--- src/rtl/lcs_pkg.sv ---
// Shared codes and control types for the LCS edit script engine.
`timescale 1ns / 1ps
package lcs_pkg;

  localparam logic [2:0] FUNC_CLEAR   = 3'd0;
  localparam logic [2:0] FUNC_LOAD_A  = 3'd1;
  localparam logic [2:0] FUNC_LOAD_B  = 3'd2;
  localparam logic [2:0] FUNC_COMPUTE = 3'd3;
  localparam logic [2:0] FUNC_FETCH   = 3'd4;

  localparam logic [1:0] KIND_SUMMARY = 2'd0;
  localparam logic [1:0] KIND_EDIT    = 2'd1;
  localparam logic [1:0] KIND_NONE    = 2'd2;

  // Edit codes double as the per-cell backtrack direction codes.
  localparam logic [1:0] EDIT_COMMON = 2'd0;
  localparam logic [1:0] EDIT_INS    = 2'd1;
  localparam logic [1:0] EDIT_DEL    = 2'd2;

  localparam int EDIT_W = 2;

  typedef struct packed {
    logic init;
    logic load_b;
  } cell_ctl_t;

endpackage

--- src/rtl/lcs_ram.sv ---
// Generic single write port, registered read RAM.
`timescale 1ns / 1ps
module lcs_ram #(
  parameter int WIDTH = 8,
  parameter int DEPTH = 64
) (
  input  logic                                       clk,
  input  logic                                       we,
  input  logic [((DEPTH > 1) ? $clog2(DEPTH) : 1)-1:0] waddr,
  input  logic [WIDTH-1:0]                           wdata,
  input  logic [((DEPTH > 1) ? $clog2(DEPTH) : 1)-1:0] raddr,
  output logic [WIDTH-1:0]                           rdata
);

  logic [WIDTH-1:0] mem [DEPTH];

  always_ff @(posedge clk) begin
    if (we) begin
      mem[waddr] <= wdata;
    end
    rdata <= mem[raddr];
  end

endmodule

--- src/rtl/lcs_cell.sv ---
// One column cell of the systolic LCS array: holds a B token and its column scores.
`timescale 1ns / 1ps
module lcs_cell #(
  parameter int TOKEN_BITS = 32,
  parameter int SC_W       = 7,
  parameter int IDX_W      = 6,
  parameter int ROWS       = 64
) (
  input  logic                   clk,
  input  logic                   rst,
  input  lcs_pkg::cell_ctl_t     ctl,
  input  logic [TOKEN_BITS-1:0]  b_token,
  input  logic [TOKEN_BITS-1:0]  a_in,
  input  logic                   a_valid_in,
  input  logic [IDX_W-1:0]       row_in,
  input  logic [SC_W-1:0]        left_in,
  output logic [TOKEN_BITS-1:0]  a_out,
  output logic                   a_valid_out,
  output logic [IDX_W-1:0]       row_out,
  output logic [SC_W-1:0]        score_out,
  input  logic [IDX_W-1:0]       rd_addr,
  output logic [1:0]             dir_out
);

  logic [TOKEN_BITS-1:0] b_tok;
  logic [SC_W-1:0]       score;
  logic [SC_W-1:0]       diag;
  logic [SC_W-1:0]       score_next;
  logic [1:0]            dir_code;
  logic                  eq;

  always_comb begin
    eq = (a_in == b_tok);
    if (eq) begin
      score_next = diag + 1'b1;
      dir_code   = lcs_pkg::EDIT_COMMON;
    end else if (left_in >= score) begin
      score_next = left_in;
      dir_code   = lcs_pkg::EDIT_INS;
    end else begin
      score_next = score;
      dir_code   = lcs_pkg::EDIT_DEL;
    end
  end

  always_ff @(posedge clk) begin
    if (ctl.load_b) begin
      b_tok <= b_token;
    end
    if (rst) begin
      a_valid_out <= 1'b0;
    end else begin
      a_valid_out <= a_valid_in;
    end
    a_out   <= a_in;
    row_out <= row_in;
    // Row zero border: all scores start at zero.
    if (ctl.init) begin
      score <= '0;
      diag  <= '0;
    end else if (a_valid_in) begin
      score <= score_next;
      diag  <= left_in;
    end
  end

  assign score_out = score;

  lcs_ram #(
    .WIDTH (2),
    .DEPTH (ROWS)
  ) u_dir (
    .clk   (clk),
    .we    (a_valid_in),
    .waddr (row_in),
    .wdata (dir_code),
    .raddr (rd_addr),
    .rdata (dir_out)
  );

endmodule

--- config.mk ---
export PLATFORM = sky130hd
export DESIGN_NAME = lcs_cell
export DESIGN_NICKNAME = d
export VERILOG_FILES = /design/src/rtl/lcs_pkg.sv /design/src/rtl/lcs_ram.sv /design/src/rtl/lcs_cell.sv
export SDC_FILE = /design/constraint.sdc
export NUM_CORES = 1
export LEC_CHECK = 0
export BUFFER_PORTS_ARGS = -buffer_cell sky130_fd_sc_hd__buf_2
export CORE_MARGIN = 3
export CORE_UTILIZATION = 30
export CTS_CLUSTER_DIAMETER = 100
export DETAILED_ROUTE_END_ITERATION = 8
export PLACE_DENSITY = 0.49
export RECOVER_POWER = 100
export SYNTH_ARGS = -nofsm -noshare
export SYNTH_HDL_FRONTEND = slang
export SYNTH_SLANG_ARGS = --single-unit
--- constraint.sdc ---
create_clock -name clk -period 4.4 [get_ports clk]
set_input_delay 0.22 -clock clk [delete_from_list [all_inputs] [get_ports clk]]
set_output_delay 0.22 -clock clk [all_outputs]
set_load 0.005 [all_outputs]
==> key figures <==
STA
  – Actual transition at the worst max-transition pin: 1.90 ns
  – Final hold violation count: 0
  – Slew Viols, Final: between 50 and 60
  – Tcrit/Tclk final: 0.759
  – Setup Skew: 0.0167 ns
  – Final min period: approximately 3.3 ns
  – Final setup vio count: 0
  – FMAX: about 300 MHz
  – Final worst slack: around 1.1 ns
  – RSZ-0062 raised after global routing: no
  – Setup TNS: 0 ns
  – Relative slew slack: -0.270

Pwr
  – Cell internal pwr: roughly 3700 µW
  – P per Cell Area: between 400 and 500 nW/µm²
  – Comb pwr share: 0.083
  – NetSw: 1020 µW
  – Lkg Pwr: ~0.0037 µW
  – Peak VDD IR: slightly below 300 µV
  – Switch share: 0.214
  – Sequential power share: 0.488
  – Clock share of power: 0.429

Clocking
  – CTS Sinks: between 200 and 250
  – CTS tree: built
  – Cts bufs inserted: 24
  – Root Driver: clkbuf_16
  – H-tree Lvls: 1
  – Setup repair bufs after CTS: 0
  – Clock slew at reported path FFs: approximately 0.06 ns
  – Clock Latency Late Sink: 0.51 ns
  – Bufs on Longest Clock Path: 3

Global routing
  – Met1 Usage GRT: 0.178
  – First-pass GRT wire length: ~31000 µm
  – GRT Resource Usage Total: 0.135
  – M2 GR Usage: 0.230
  – Total gr overflow: 0
  – Vias in the first global route: about 5.6k
  – GRT busiest layer: met2
  – Initial antenna violation count: 0
  – Largest net degree at the start of global routing: between 60 and 70
  – Met3 Track Usage GR: 0.0318

Floorplan
  – Die H: between 150 and 200 µm
  – Core ar.: around 27000 µm²
  – Row cnt: 60
  – Die Wd: between 150 and 200 µm
  – Initial Util: 0.306
  – Die footprint: 29700 µm²
  – Ports: 136

Detailed routing
  – Vias: approximately 5.2k
  – Number of vias per cell: 4.62
  – Final wirelength: roughly 20000 µm
  – Pre-antenna DRT Iters: 5
  – Initial drt markers: about 260
  – DRC: 0
  – Routed wire per std cell: approximately 18 µm
  – Post-route ant nets: 0

Critical path
  – WS Path Type: reg -> reg
  – Startpoint Class: flop
  – Slowest library cell on the worst path: clkbuf_2
  – Arr. time, crit path: roughly 3.5 ns
  – Worst-path fanout max: between 60 and 70
  – Cell Chain, Critical Path: inv_1 > ha_1 > a21oi_1 > o21ai_0 > a311o_1 > or2_0 > a21oi_4 > clkbuf_2
  – Data required time of the worst path: 4.52 ns
  – FF-to-FF End: u_dir.mem[19][1]$_DFFE_PP_
  – Slowest stage delay, CP: 0.94 ns
  – Endpoint class of the critical path: flop
  – Reg2reg start: score_out[2]$_SDFFE_PP0P_
  – Internal reg-to-reg setup slack: 1.06 ns
  – Depth of the most critical reg-to-reg path: 8

Cells and area
  – Antenna cells: 0
  – Nets: about 830
  – Area Overhead vs Synth: 31.1%
  – Share of cells above drive strength 1: 0.179

Placement
  – # port buffers: about 140
  – Placer Congestion: between 0.7 and 0.8
  – DPL Wire Length: between 10000 and 15000 µm
  – Pre-CTS setup slack: about 1.7 ns

Min path
  – Hold path endpoint: diag[3]$_SDFFE_PP0P_
  – Hold path start: left_in[3]
  – Hold Crit Class: in -> reg
  – Hold Path Depth: 3

Logic synthesis
  – Distinct cells, synth: 38
  – Yosys reg bits: about 220
  – Syn Nets: ~600
  – Yosys Warn Count: 0
  – Register area share after synthesis: 0.712
  – Mapped Avg Cell Area: 16.3 µm²
  – Synth Instances: 509
  – Mapped Area: 8300 µm²

Outcome
  – Status: complete, but fails checks
  – Failing checks: max-capacitance violations, max-slew violations

Job
  – Max Cap Viol: 2
[Yosys cell counts (all sizes together)]
library cell  instances  share of area
edfxtp              160           0.58
a31oi                 7         0.0053
nor4                  5         0.0038
or3                   2         0.0015
mux2i                 9          0.011
xor2                 17          0.018
and3                  3         0.0023
buf                  10         0.0075
nand4                12         0.0090
nand2b                4         0.0030
dfxtp                55           0.13
ha                    8          0.012
or3b                  2         0.0021
mux4                 40           0.11
and3b                 1         0.0011
inv                   7         0.0032
o211ai                2         0.0018
nand3b                1        0.00090
xnor2                20          0.021
clkinv                1        0.00045
nand3                10         0.0060
nor3                  5         0.0036
o41ai                 1         0.0011
a22oi                 4         0.0036
and4                  1         0.0011
nor2                 73          0.033
o21ai                 2         0.0012
and2                  2         0.0015
nor2b                 4         0.0030
nand2                17         0.0077
a21oi                 7         0.0042
or2                   3         0.0023
a311o                 1         0.0012
o22ai                 2         0.0015
clkbuf               11         0.0050
[critical path: cells and delay by family (launching register included)]
kind | cells | cell delay (ns)
AO/OA/AOI/OAI | 4 | 0.82
adder cells (fa/ha/maj) | 1 | 0.29
buffers and inverters | 2 | 1.00
flip-flops | 1 | 0.37
AND/OR/NAND/NOR | 1 | 0.44
[cells in the final DEF, fill, tap and decap left out, drive strengths merged, types with 17 or more instances in the layout]
cell type | Yosys | layout
edfxtp | 160 | 160
clkbuf | 11 | 130
dlygate4sd3 | 0 | 78
nor2 | 73 | 73
dfxtp | 55 | 55
buf | 10 | 49
mux4 | 40 | 40
xnor2 | 20 | 20
xor2 | 17 | 17
nand2 | 17 | 17
[repair_timing]
action / 4_1_cts / 5_1_grt
hold endpoints to repair: 79 / 0
resized for setup: 0 / 0
hold buffers: 78 / 0
[routing by layer]
metal | routed length [µm] | up-vias | share of wire
met5 | 0 | - | 0
met4 | 425 | 0 | 0.021
met3 | 1370 | 29 | 0.068
met2 | 9650 | 219 | 0.48
met1 | 8610 | 2541 | 0.43
li1 | - | 2388 | -
[cell type report]
| cell class | count | area, µm² |
|---|---|---|
| fillers | 2512 | 16200 |
| multi-input cells | 265 | 2280 |
| well taps | 372 | 465 |
| clock buffers | 40 | 785 |
| repair buffers | 217 | 1370 |
| inverters | 8 | 30.0 |
| flip-flops and latches | 215 | 5910 |
| clock inverters | 4 | 45.0 |
[per-stage QoR]
| step | power (µW) | utilization | instance area (µm²) | hold WS, ns | instances |
|---|---|---|---|---|---|
| after floorplan | 2550 | - | 8300 | 0.248 | 509 |
| after global placement | 2710 | 0.346 | 9390 | 0.352 | 999 |
| after detailed placement | 2720 | 0.346 | 9390 | 0.355 | 999 |
| after CTS | 4820 | 0.406 | 11000 | 0.00651 | 1121 |
| after global routing | 4950 | 0.401 | 10900 | 0.0165 | 1121 |
| final | 4760 | 0.401 | 10900 | 0.0253 | 1121 |
[registers in the layout, summed over array words and instances, names as in the netlist]
register,flops
diag,7
a_valid_out,1
row_out,6
b_tok,32
a_out,32
u_dir.mem,128
score_out,7
u_dir.rdata,2
[power by group through the flow]
| stage | Sequential, µW | Clock, µW | Combinational [µW] |
|---|---|---|---|
| floorplan | 2360 | 0 | 188 |
| CTS | 2320 | 2090 | 413 |
| detailed placement | 2360 | 0 | 359 |
| finish | 2320 | 2040 | 393 |
| global route | 2330 | 2190 | 437 |
| global placement | 2360 | 0 | 349 |
[logic make-up after synthesis]
group | share of synthesized area
AO/OA/AOI/OAI | 0.0199
adder cells (fa/ha/maj) | 0.0121
AND/OR/NAND/NOR | 0.0819
flip-flops | 0.712
multiplexers | 0.119
XOR/XNOR | 0.0390
buffers and inverters | 0.0161
[worst max-delay path by stage]
stage,from,to,slack (ns),depth (start not counted)
final,score_out[2]$_SDFFE_PP0P_,u_dir.mem[19][1]$_DFFE_PP_,1.06,8
after global routing,score_out[2]$_SDFFE_PP0P_,u_dir.mem[31][1]$_DFFE_PP_,0.76,8
after CTS,score_out[2]$_SDFFE_PP0P_,u_dir.mem[21][1]$_DFFE_PP_,1.62,8
after detailed placement,score_out[2]$_SDFFE_PP0P_,u_dir.mem[20][1]$_DFFE_PP_,1.65,8
after global placement,score_out[2]$_SDFFE_PP0P_,u_dir.mem[20][1]$_DFFE_PP_,1.75,8
after floorplan,score_out[2]$_SDFFE_PP0P_,u_dir.mem[0][1]$_DFFE_PP_,0.39,8
No activity file was read; power rests on OpenSTA's default activity.
