**config.mk**
```make
export PLATFORM = sky130hd
export DESIGN_NAME = lcs_ram
export DESIGN_NICKNAME = d
export VERILOG_FILES = /design/src/rtl/lcs_ram.sv
export SDC_FILE = /design/constraint.sdc
export NUM_CORES = 1
export LEC_CHECK = 0
export ABC_CLOCK_PERIOD_IN_PS = 2300
export BUFFER_PORTS_ARGS = -buffer_cell sky130_fd_sc_hd__buf_4
export CAP_MARGIN = 20
export CORE_MARGIN = 2
export CORE_UTILIZATION = 54
export DETAILED_ROUTE_END_ITERATION = 10
export PLACE_DENSITY = 0.7
export SLEW_MARGIN = 20
export SYNTH_ARGS = -nofsm -noshare
export SYNTH_HDL_FRONTEND = slang
export SYNTH_SLANG_ARGS = --single-unit
```
**constraint.sdc**
```tcl
create_clock -name clk -period 2.3 [get_ports clk]
set_input_delay 0.345 -clock clk [delete_from_list [all_inputs] [get_ports clk]]
set_output_delay 0.345 -clock clk [all_outputs]
set_load 0.05 [all_outputs]
```
**src/rtl/lcs_ram.sv**
```systemverilog
// Generic single write port, registered read RAM.
`timescale 1ns / 1ps
module lcs_ram #(
  parameter int WIDTH = 8,
  parameter int DEPTH = 64
) (
  input  logic                                       clk,
  input  logic                                       we,
  input  logic [((DEPTH > 1) ? $clog2(DEPTH) : 1)-1:0] waddr,
  input  logic [WIDTH-1:0]                           wdata,
  input  logic [((DEPTH > 1) ? $clog2(DEPTH) : 1)-1:0] raddr,
  output logic [WIDTH-1:0]                           rdata
);

  logic [WIDTH-1:0] mem [DEPTH];

  always_ff @(posedge clk) begin
    if (we) begin
      mem[waddr] <= wdata;
    end
    rdata <= mem[raddr];
  end

endmodule

```
==> flow_summary.yaml, run 1 <==
pwr:
  power_leakage_uw: 0.00758
  p_clk_frac: 0.408
  seq_power_share: 0.535
  power_density_mw_per_mm2: 841
  peakVddDrop_mv: 0.517
  switchingPower_uw: 4110
  power_frac_comb: 0.057
  p_int_uw: 15600
  swShare: 0.209
layout:
  mostFrequentLayoutCell: "edfxtp_1"
  instances_no_fill: 1606
  final_cell_mix: "512 x edfxtp_1, 140 x buf_4, 126 x mux4_2"
  fin_nets: 1119
  fill_cells: 2401
  syn2layout_area_growth_pct: 15.9
  drive_gt1_frac: 0.322
  antennaDiodeCount: 0
sta:
  max_freq_mhz: 493
  fin_tns_setup_ps: 0
  rsz0062_at_grt: "false"
  slew_headroom: 0.498
  slew_violations: 0
  finalHoldViolCount: 0
  worstMarginPinSlew_ps: 751
  finalSetupViolCount: 0
  timing.final.crit_share: 0.881
  clock_skew_ps: 26.1
  post-route-min-period_ps: 2030
worst_setup_path:
  r2r_end: "rdata[4]"
  cp_num_buf_inv: 1
  timing.critical_path.depth: 6
  critPathMaxFanout: 1
  rr_worst_depth: 6
  worstSetupPathType: "reg2reg"
  cp.required_ps: 2730
  cpMaxStageDelayCell: "mux4_2"
  endpoint_kind: "flip-flop"
  r2r_setup_slack_ps: 270
  crit_path_start_kind: "flip-flop"
  cp.arrival_ps: 2460
  slowest_delay_ps: 470
  critical_path.cell_chain: "mux4_2, mux2_2, o221a_2, nor3_1, buf_4, o32ai_1"
  rr_startpoint: "mem[24][4]"
  cp-endpoint: "rdata[4]"
  crit_start: "mem[24][4]"
  cp_top_family: "multiplexers"
floorplanning:
  dieHeight_um: 197
  die-area_mm2: 0.0389
  row_count: 70
  fp.coreArea_mm2: 0.0367
  ioPinCount: 30
  die_w_um: 197
  start_util: 0.550
placed_design:
  gp_congestion: 0.815
  numPortBuffers: 29
  hpwl_um: 27200
  dp.cells: 1511
synthesis:
  syn-cell-area_mm2: 0.0202
  synthDistinctLibCells: 40
  syn_nets: 962
  synthArstFlopShare: 0
  yosys_warnings: 0
  yosys_most_used_dff: "edfxtp_1"
  synth_seq_cells: 520
  syn-instance-count: 940
  synth_edf_count: 512
  ys_seq_area_frac: 0.770
  synth.avg_cell_area_um2: 21.5
global_route:
  antenna_found_initial: 0
  grt_remaining_overflow: 0
  grt_pass1_vias: 10100
  grt_max_degree: 65
  grt_pass1_wl_um: 66800
  grt.total_usage: 0.238
routing:
  via_per_inst: 6.26
  drt_iter0_drc: 974
  ant_nets: 0
  via_count: 10100
  wl_um: 44400
  drc: 0
  dr.pass1.iters: 5
  wire_per_inst_um: 27.7
cts:
  postCtsHoldBufs: 0
  cts_sinks: 520
  htree_levels: 2
  postCtsSetupBuffers: 0
  clock_latency_ps: 580
  clockRootBuffer: "clkbuf_16"
  cts_made_buffers: 52
  clk_pin_slew_worst_paths_ps: 60
  cts_tree: "done"
  cts_resized: 0
  clockBufferDepth: 3
min_path:
  worstHoldStart: "raddr[5]"
  hp-class: "in2reg"
job:
  cap_violations: 0
status:
  status: "completed"
## Yosys cell counts (all sizes together) (3+ instances only)
master   instances  area [µm²]
a22oi            3        22.5
clkbuf          17        63.8
a21oi            3        15.0
nand3           13        65.1
mux2i           23         230
nand3b           3        22.5
o22ai            8        50.1
o2111ai          3        26.3
dfxtp            8         160
edfxtp         512       15400
a211oi           4        30.0
buf             34         253
o221ai           8        70.1
mux4           126        2840
nor2b           14        87.6
o2bb2ai          3        26.3
nor3             7        35.0
nor2            83         312
mux2            13         146
nand2           19        71.3
nand2b           7        43.8
a221oi           6        52.6
o21ai            4        20.0
## kinds of logic (layout without fill, tap and decap cells)
group,count (synthesis),after routing,share of synthesized area
simple gates,153,153,0.0339
flops,520,520,0.770
buf+inv,51,249,0.0157
compound gates,54,54,0.0207
mux,162,162,0.159
## cell type report
cell class,count,area [µm²],area share
Sequential cell,520,15500,0.664
Timing Repair Buffer,154,1330,0.0567
Multi-Input combinational cell,369,4320,0.185
Tap cell,468,586,0.0250
Clock inverter,27,218,0.00931
Clock buffer,68,1400,0.0599
## power by group through the flow
stage / combinational, µW / clock [µW] / sequential, µW
floorplan: 559 / 0 / 10800
global placement: 1100 / 0 / 10700
detailed placement: 1120 / 0 / 10700
CTS: 1130 / 8160 / 10500
global route: 1190 / 8520 / 10500
finish: 1120 / 8020 / 10500
## registers in the layout (all words and copies together), names as in the netlist
signal and cells:
rdata 8, mem 512
## per-stage QoR
step	setup slack [ps]	utilization	hold slack (ps)	total power, µW	instance area [µm²]
2_1_floorplan	287	-	444	11300	20200
3_3_place_gp	-208	0.593	709	11800	21800
3_5_place_dp	-244	0.593	713	11900	21800
4_1_cts	271	0.637	108	19800	23400
5_1_grt	184	0.637	134	20200	23400
6_report	273	0.637	145	19700	23400
## tightest hold or removal path, delay by kind of cell
kind	cells	cell delay, ps
compound gates	1	50
buf+inv	1	190
simple gates	1	90
## worst min path at each step
stage | endpoint | slack, ps | depth (start not counted)
floorplan | mem[0][0] | 440 | 0
global placement | rdata[0] | 710 | 3
detailed placement | rdata[5] | 710 | 2
CTS | rdata[0] | 110 | 3
global route | rdata[0] | 130 | 3
finish | rdata[0] | 140 | 3
## layer usage
layer  share of wire  GRT usage  vias to the layer above
li1                -          -                     4234
met1            0.42      0.352                     5342
met2            0.49      0.375                      405
met3           0.068     0.0381                       69
met4           0.025     0.0707                        0
met5               0          0                        -
(Power assumes the default switching activity.)
==> run 2, diff against run 1 <==
--- a/config.mk
+++ b/config.mk
@@ -12,6 +12,7 @@
 export CORE_UTILIZATION = 54
 export DETAILED_ROUTE_END_ITERATION = 10
 export PLACE_DENSITY = 0.7
+export SETUP_SLACK_MARGIN = 0.4
 export SLEW_MARGIN = 20
 export SYNTH_ARGS = -nofsm -noshare
 export SYNTH_HDL_FRONTEND = slang
==> run 2 against run 1 <==
  * Clock skew fell by 8.9 ps
  * Register-to-register slack improved by 130 ps
  * Combinational power barely moved
  * Cell count rose by 0.68%
  * Sequential share of layout area fell by 0.32 points
  * First-iteration DRC count fell by 2.4%
  * Hold slack improved by 33 ps
  * Highest routed layer unchanged
  * Setup slack improved by 130 ps
  * Critical endpoint is now rdata[1]
  * Die area did not move
==> flow_summary.yaml, run 2 (synthesis results as in run 1) <==
layout:
  drive_gt1_frac: 0.333
  largest_reg_flops: 512
  fin_nets: 1128
  final_core_util: 0.640
  syn2layout_area_growth_pct: 16.5
  antennaDiodeCount: 0
  reg_top3: "mem x512, rdata x8"
  final_cell_mix: "512 x edfxtp_1, 152 x buf_4, 126 x mux4_2"
  regMostFlops: "mem"
  mostFrequentLayoutCell: "edfxtp_1"
min_path:
  hp-class: "in2reg"
routing:
  via_count: 10000
  dr.pass1.iters: 5
  wire_per_inst_um: 27.3
  ant_nets: 0
  wl_um: 44200
  via_per_inst: 6.20
  drt_iter0_drc: 951
  drc: 0
sta:
  clock_skew_ps: 17.2
  finalSetupViolCount: 0
  finalHoldViolCount: 0
  timing.final.crit_share: 0.823
  slew_violations: 0
  rsz0062_at_grt: "true"
  worstMarginPinSlew_ps: 733
  post-route-min-period_ps: 1890
  slew_headroom: 0.511
  max_freq_mhz: 529
  setup_slack_ps: 408
  fin_tns_setup_ps: 0
worst_setup_path:
  worstSetupPathType: "reg2reg"
  critPathMaxFanout: 1
  cp.arrival_ps: 2340
  crit_path_start_kind: "flip-flop"
  endpoint_kind: "flip-flop"
  cp.required_ps: 2750
floorplanning:
  ioPinCount: 30
  die-area_mm2: 0.0389
  die_w_um: 197
  start_util: 0.550
  dieHeight_um: 197
  row_count: 70
  fp.coreArea_mm2: 0.0367
pwr:
  finalPower_uw: 19800
  power_density_mw_per_mm2: 845
  peakVddDrop_mv: 0.553
  power_leakage_uw: 0.00766
global_route:
  grt_pass1_wl_um: 66400
  top_usage_layer: "met2"
  grt.total_usage: 0.239
  grt_max_degree: 65
  use_met2: 0.377
  antenna_found_initial: 0
  grt_use_met1: 0.340
  grt_remaining_overflow: 0
  grt_use_met3: 0.0478
  grt_pass1_vias: 10200
status:
  status: "completed"
placed_design:
  hpwl_um: 28100
  numPortBuffers: 29
  pre_cts_ws_ps: -399
  gp_congestion: 0.802
cts:
  cts_sinks: 520
  clk_pin_slew_worst_paths_ps: 60
  postCtsSetupBuffers: 0
  clock_latency_ps: 590
  cts_made_buffers: 52
  htree_levels: 2
  clockBufferDepth: 3
  postCtsHoldBufs: 0
  clockRootBuffer: "clkbuf_16"
  cts_tree: "done"
job:
  cap_violations: 0
==> run 2: changes by cell type in the layout (fill, tap and decap cells not counted), sizes merged <==
cell,previous run,this run
clkinv,20,24
buf,153,162
inv,1,3
clkbuf,69,66
bufinv,3,5
clkinvlp,3,0
==> run 2: cell type report <==
type	count	area, µm²
Fill cell	2428	13200
Multi-Input combinational cell	369	4370
Clock inverter	32	284
Clock buffer	65	1370
Sequential cell	520	15500
Tap cell	468	586
Timing Repair Buffer	163	1350
==> run 2: final timing paths <==
| kind | from | endpoint | slack [ps] | depth (start not counted) |
|---|---|---|---|---|
| min | raddr[5] | rdata[3] | 180 | 2 |
| min reg2reg | mem[30][4] | rdata[4] | 810 | 3 |
| max | mem[11][1] | rdata[1] | 410 | 5 |
| max reg2reg | mem[11][1] | rdata[1] | 410 | 5 |
==> run 2: per-layer routing <==
layer / vias up / part of all wire
met1: 5212 / 0.41
met5: - / 0
met4: 0 / 0.027
met2: 457 / 0.48
li1: 4273 / -
met3: 83 / 0.082
==> run 2: repair_timing <==
action                                  CTS  global route
pin swaps                                 2             0
endpoints found under the setup margin    6             5
resized for setup                         9             4
endpoints found under the hold margin     0             0
==> run 2: through the flow <==
step / instances / hold slack, ps / area, µm²
after floorplan: 940 / 444 / 20200
after global placement: 1520 / 752 / 21800
after detailed placement: 1520 / 752 / 21800
after CTS: 1617 / 130 / 23500
after global routing: 1617 / 158 / 23500
final: 1617 / 178 / 23500
==> run 2: worst max-delay path, cell delays in order (launching register included) <==
cell and delay [ps]:
edfxtp_1 370, mux4_2 510, mux4_2 550, nor2_4 120
nor3_1 70, o2bb2ai_1 150
==> run 2: report_power, final <==
group / switching [µW] / internal [µW] / total (µW)
combinational: 681 / 456 / 1140
sequential: 30.2 / 10500 / 10500
clock: 3410 / 4780 / 8190
total: 4120 / 15700 / 19800
==> run 3, diff against run 2 <==
--- a/config.mk
+++ b/config.mk
@@ -5,13 +5,13 @@
 export SDC_FILE = /design/constraint.sdc
 export NUM_CORES = 1
 export LEC_CHECK = 0
-export ABC_CLOCK_PERIOD_IN_PS = 2300
+export ABC_CLOCK_PERIOD_IN_PS = 1550
 export BUFFER_PORTS_ARGS = -buffer_cell sky130_fd_sc_hd__buf_4
 export CAP_MARGIN = 20
 export CORE_MARGIN = 2
 export CORE_UTILIZATION = 54
 export DETAILED_ROUTE_END_ITERATION = 10
-export PLACE_DENSITY = 0.7
+export PLACE_DENSITY = 0.73
 export SETUP_SLACK_MARGIN = 0.4
 export SLEW_MARGIN = 20
 export SYNTH_ARGS = -nofsm -noshare
==> constraint.sdc (replaced) <==
create_clock -name clk -period 1.55 [get_ports clk]
set_input_delay 0.2325 -clock clk [delete_from_list [all_inputs] [get_ports clk]]
set_output_delay 0.2325 -clock clk [all_outputs]
set_load 0.05 [all_outputs]
==> run 3 against run 2 <==
  * The flow now finishes with violations (negative setup slack)
  * Register-to-register slack got worse by 700 ps
  * Sequential power is 49% higher
  * Sequential cell count unchanged
  * Cell area rose by 4.9%
  * Setup slack worse by 700 ps
  * Clock skew is 1.8 ps lower
  * Cell count down 0.56%
  * Non-clock buffer count is 6 lower
  * Global-route usage rose by 1.1 points
  * Core utilization is 3.1 points higher
  * First-iteration DRC count rose by 27%
==> flow_summary.yaml, run 3 (synthesis results as in run 1) <==
cts:
  clock_latency_ps: 570
  clockRootBuffer: "clkbuf_16"
  clockBufferDepth: 3
  cts_tree: "done"
  cts_made_buffers: 50
  htree_levels: 2
  postCtsHoldBufs: 0
  clk_pin_slew_worst_paths_ps: 60
  cts_sinks: 520
worst_setup_path:
  slowest_delay_ps: 540
  worstSetupPathType: "reg2reg"
  critPathMaxFanout: 1
  cp_top_family: "multiplexers"
  rr_worst_depth: 4
  cpMaxStageDelayCell: "mux4_2"
  endpoint_kind: "flip-flop"
  cp.arrival_ps: 2290
  timing.critical_path.depth: 4
  crit_start: "mem[48][5]"
  cp.required_ps: 1990
  cp_num_buf_inv: 0
  crit_path_start_kind: "flip-flop"
  rr_startpoint: "mem[48][5]"
  critical_path.cell_chain: "mux4_2, mux4_2, o21ai_4, o41ai_1"
  cp_common_cell: "mux4_2"
min_path:
  hp-class: "in2reg"
  min_path_cells: 1
  worstHoldStart: "wdata[5]"
sta:
  clock_skew_ps: 15.4
  post-route-min-period_ps: 1850
  slew_violations: 0
  worstMarginPinSlew_ps: 725
  holdWs_ps: 72.8
  rsz0062_at_grt: "true"
  timing.final.crit_share: 1.19
  setup_slack_ps: -295
  slew_headroom: 0.517
  max_freq_mhz: 542
  finalSetupViolCount: 8
  fin_tns_setup_ps: -1950
  finalHoldViolCount: 0
layout:
  multi_input_area_mm2: 0.00504
  syn2layout_area_growth_pct: 22.2
  largest_reg_flops: 512
  final_core_util: 0.671
  regMostFlops: "mem"
  seq_area_mm2: 0.0156
  reg_top3: "mem x512, rdata x8"
  antennaDiodeCount: 0
  mostFrequentLayoutCell: "edfxtp_1"
  fin_nets: 1120
  final_cell_mix: "512 x edfxtp_1, 126 x mux4_2, 99 x buf_4"
  drive_gt1_frac: 0.411
  fill_cells: 2256
routing:
  via_per_inst: 6.34
  ant_nets: 0
  dr.pass1.iters: 4
  drt_iter0_drc: 1212
  via_count: 10200
  wire_per_inst_um: 29.0
  wl_um: 46600
  drc: 0
floorplanning:
  start_util: 0.550
  die_w_um: 197
  die-area_mm2: 0.0389
  row_count: 70
  dieHeight_um: 197
  fp.coreArea_mm2: 0.0367
  ioPinCount: 30
global_route:
  grt_max_degree: 65
  antenna_found_initial: 0
  grt_remaining_overflow: 0
  grt_pass1_vias: 10300
  grt.total_usage: 0.249
  grt_pass1_wl_um: 68900
status:
  status: "finished, violations left"
  violations: "negative setup slack"
placed_design:
  gp_congestion: 0.862
  hpwl_um: 29700
  numPortBuffers: 29
pwr:
  power_leakage_uw: 0.00784
  peakVddDrop_mv: 0.821
  power_density_mw_per_mm2: 1200
job:
  cap_violations: 0
-- run 3: changes by cell type in the layout (fill, tap and decap cells not counted), sizes merged --
cell	before	now
buf	162	156
inv	3	1
clkbuf	66	67
clkinv	24	22
clkinvlp	0	2
bufinv	5	3
-- run 3: metrics by stage --
stage | setup WS (ps) | power [µW] | cell area, µm² | instances
3_5_place_dp | -826 | 17800 | 22900 | 1514
5_1_grt | -341 | 30200 | 24600 | 1608
4_1_cts | -313 | 29600 | 24600 | 1608
2_1_floorplan | -231 | 17000 | 20900 | 940
6_report | -295 | 29500 | 24600 | 1608
3_3_place_gp | -845 | 17800 | 22900 | 1514
-- run 3: area by class of cell --
type                    instances  share of cell area
clock buffers                  66              0.0566
clock inverters                28             0.00848
multi-input cells             369               0.205
flip-flops and latches        520               0.631
well taps                     468              0.0238
repair buffers                157              0.0749
-- run 3: final timing paths --
check | to | slack, ps
worst min-delay path | mem[49][5] | 70
worst min register to register | rdata[0] | 840
worst max register to register | rdata[5] | -300
worst max-delay path | rdata[5] | -300
-- run 3: worst reg2reg max path: stages (launching register included) --
cell and delay [ps]:
edfxtp_1 390, mux4_2 500, mux4_2 540, o21ai_4 200
o41ai_1 100
-- run 3: report_power, final --
| group | internal, µW | switching [µW] | leakage [µW] |
|---|---|---|---|
| Clock | 6830 | 5050 | 0.000782 |
| Sequential | 15600 | 65.3 | 0.00468 |
| Combinational | 842 | 1150 | 0.00238 |
-- run 3: repair_timing --
| item | in CTS | in global routing |
|---|---|---|
| endpoints found under the setup margin | 16 | 16 |
| resized for setup | 45 | 5 |
| buffers inserted | 0 | 0 |
| cloned | 0 | 0 |
| pin swaps | 3 | 2 |
-- run 3: metal layers --
| layer | global-route usage | routed length (µm) |
|---|---|---|
| met1 | 0.376 | 19700 |
| met2 | 0.382 | 22200 |
| met3 | 0.0461 | 3650 |
| met4 | 0.0668 | 1030 |
| met5 | 0 | 0 |
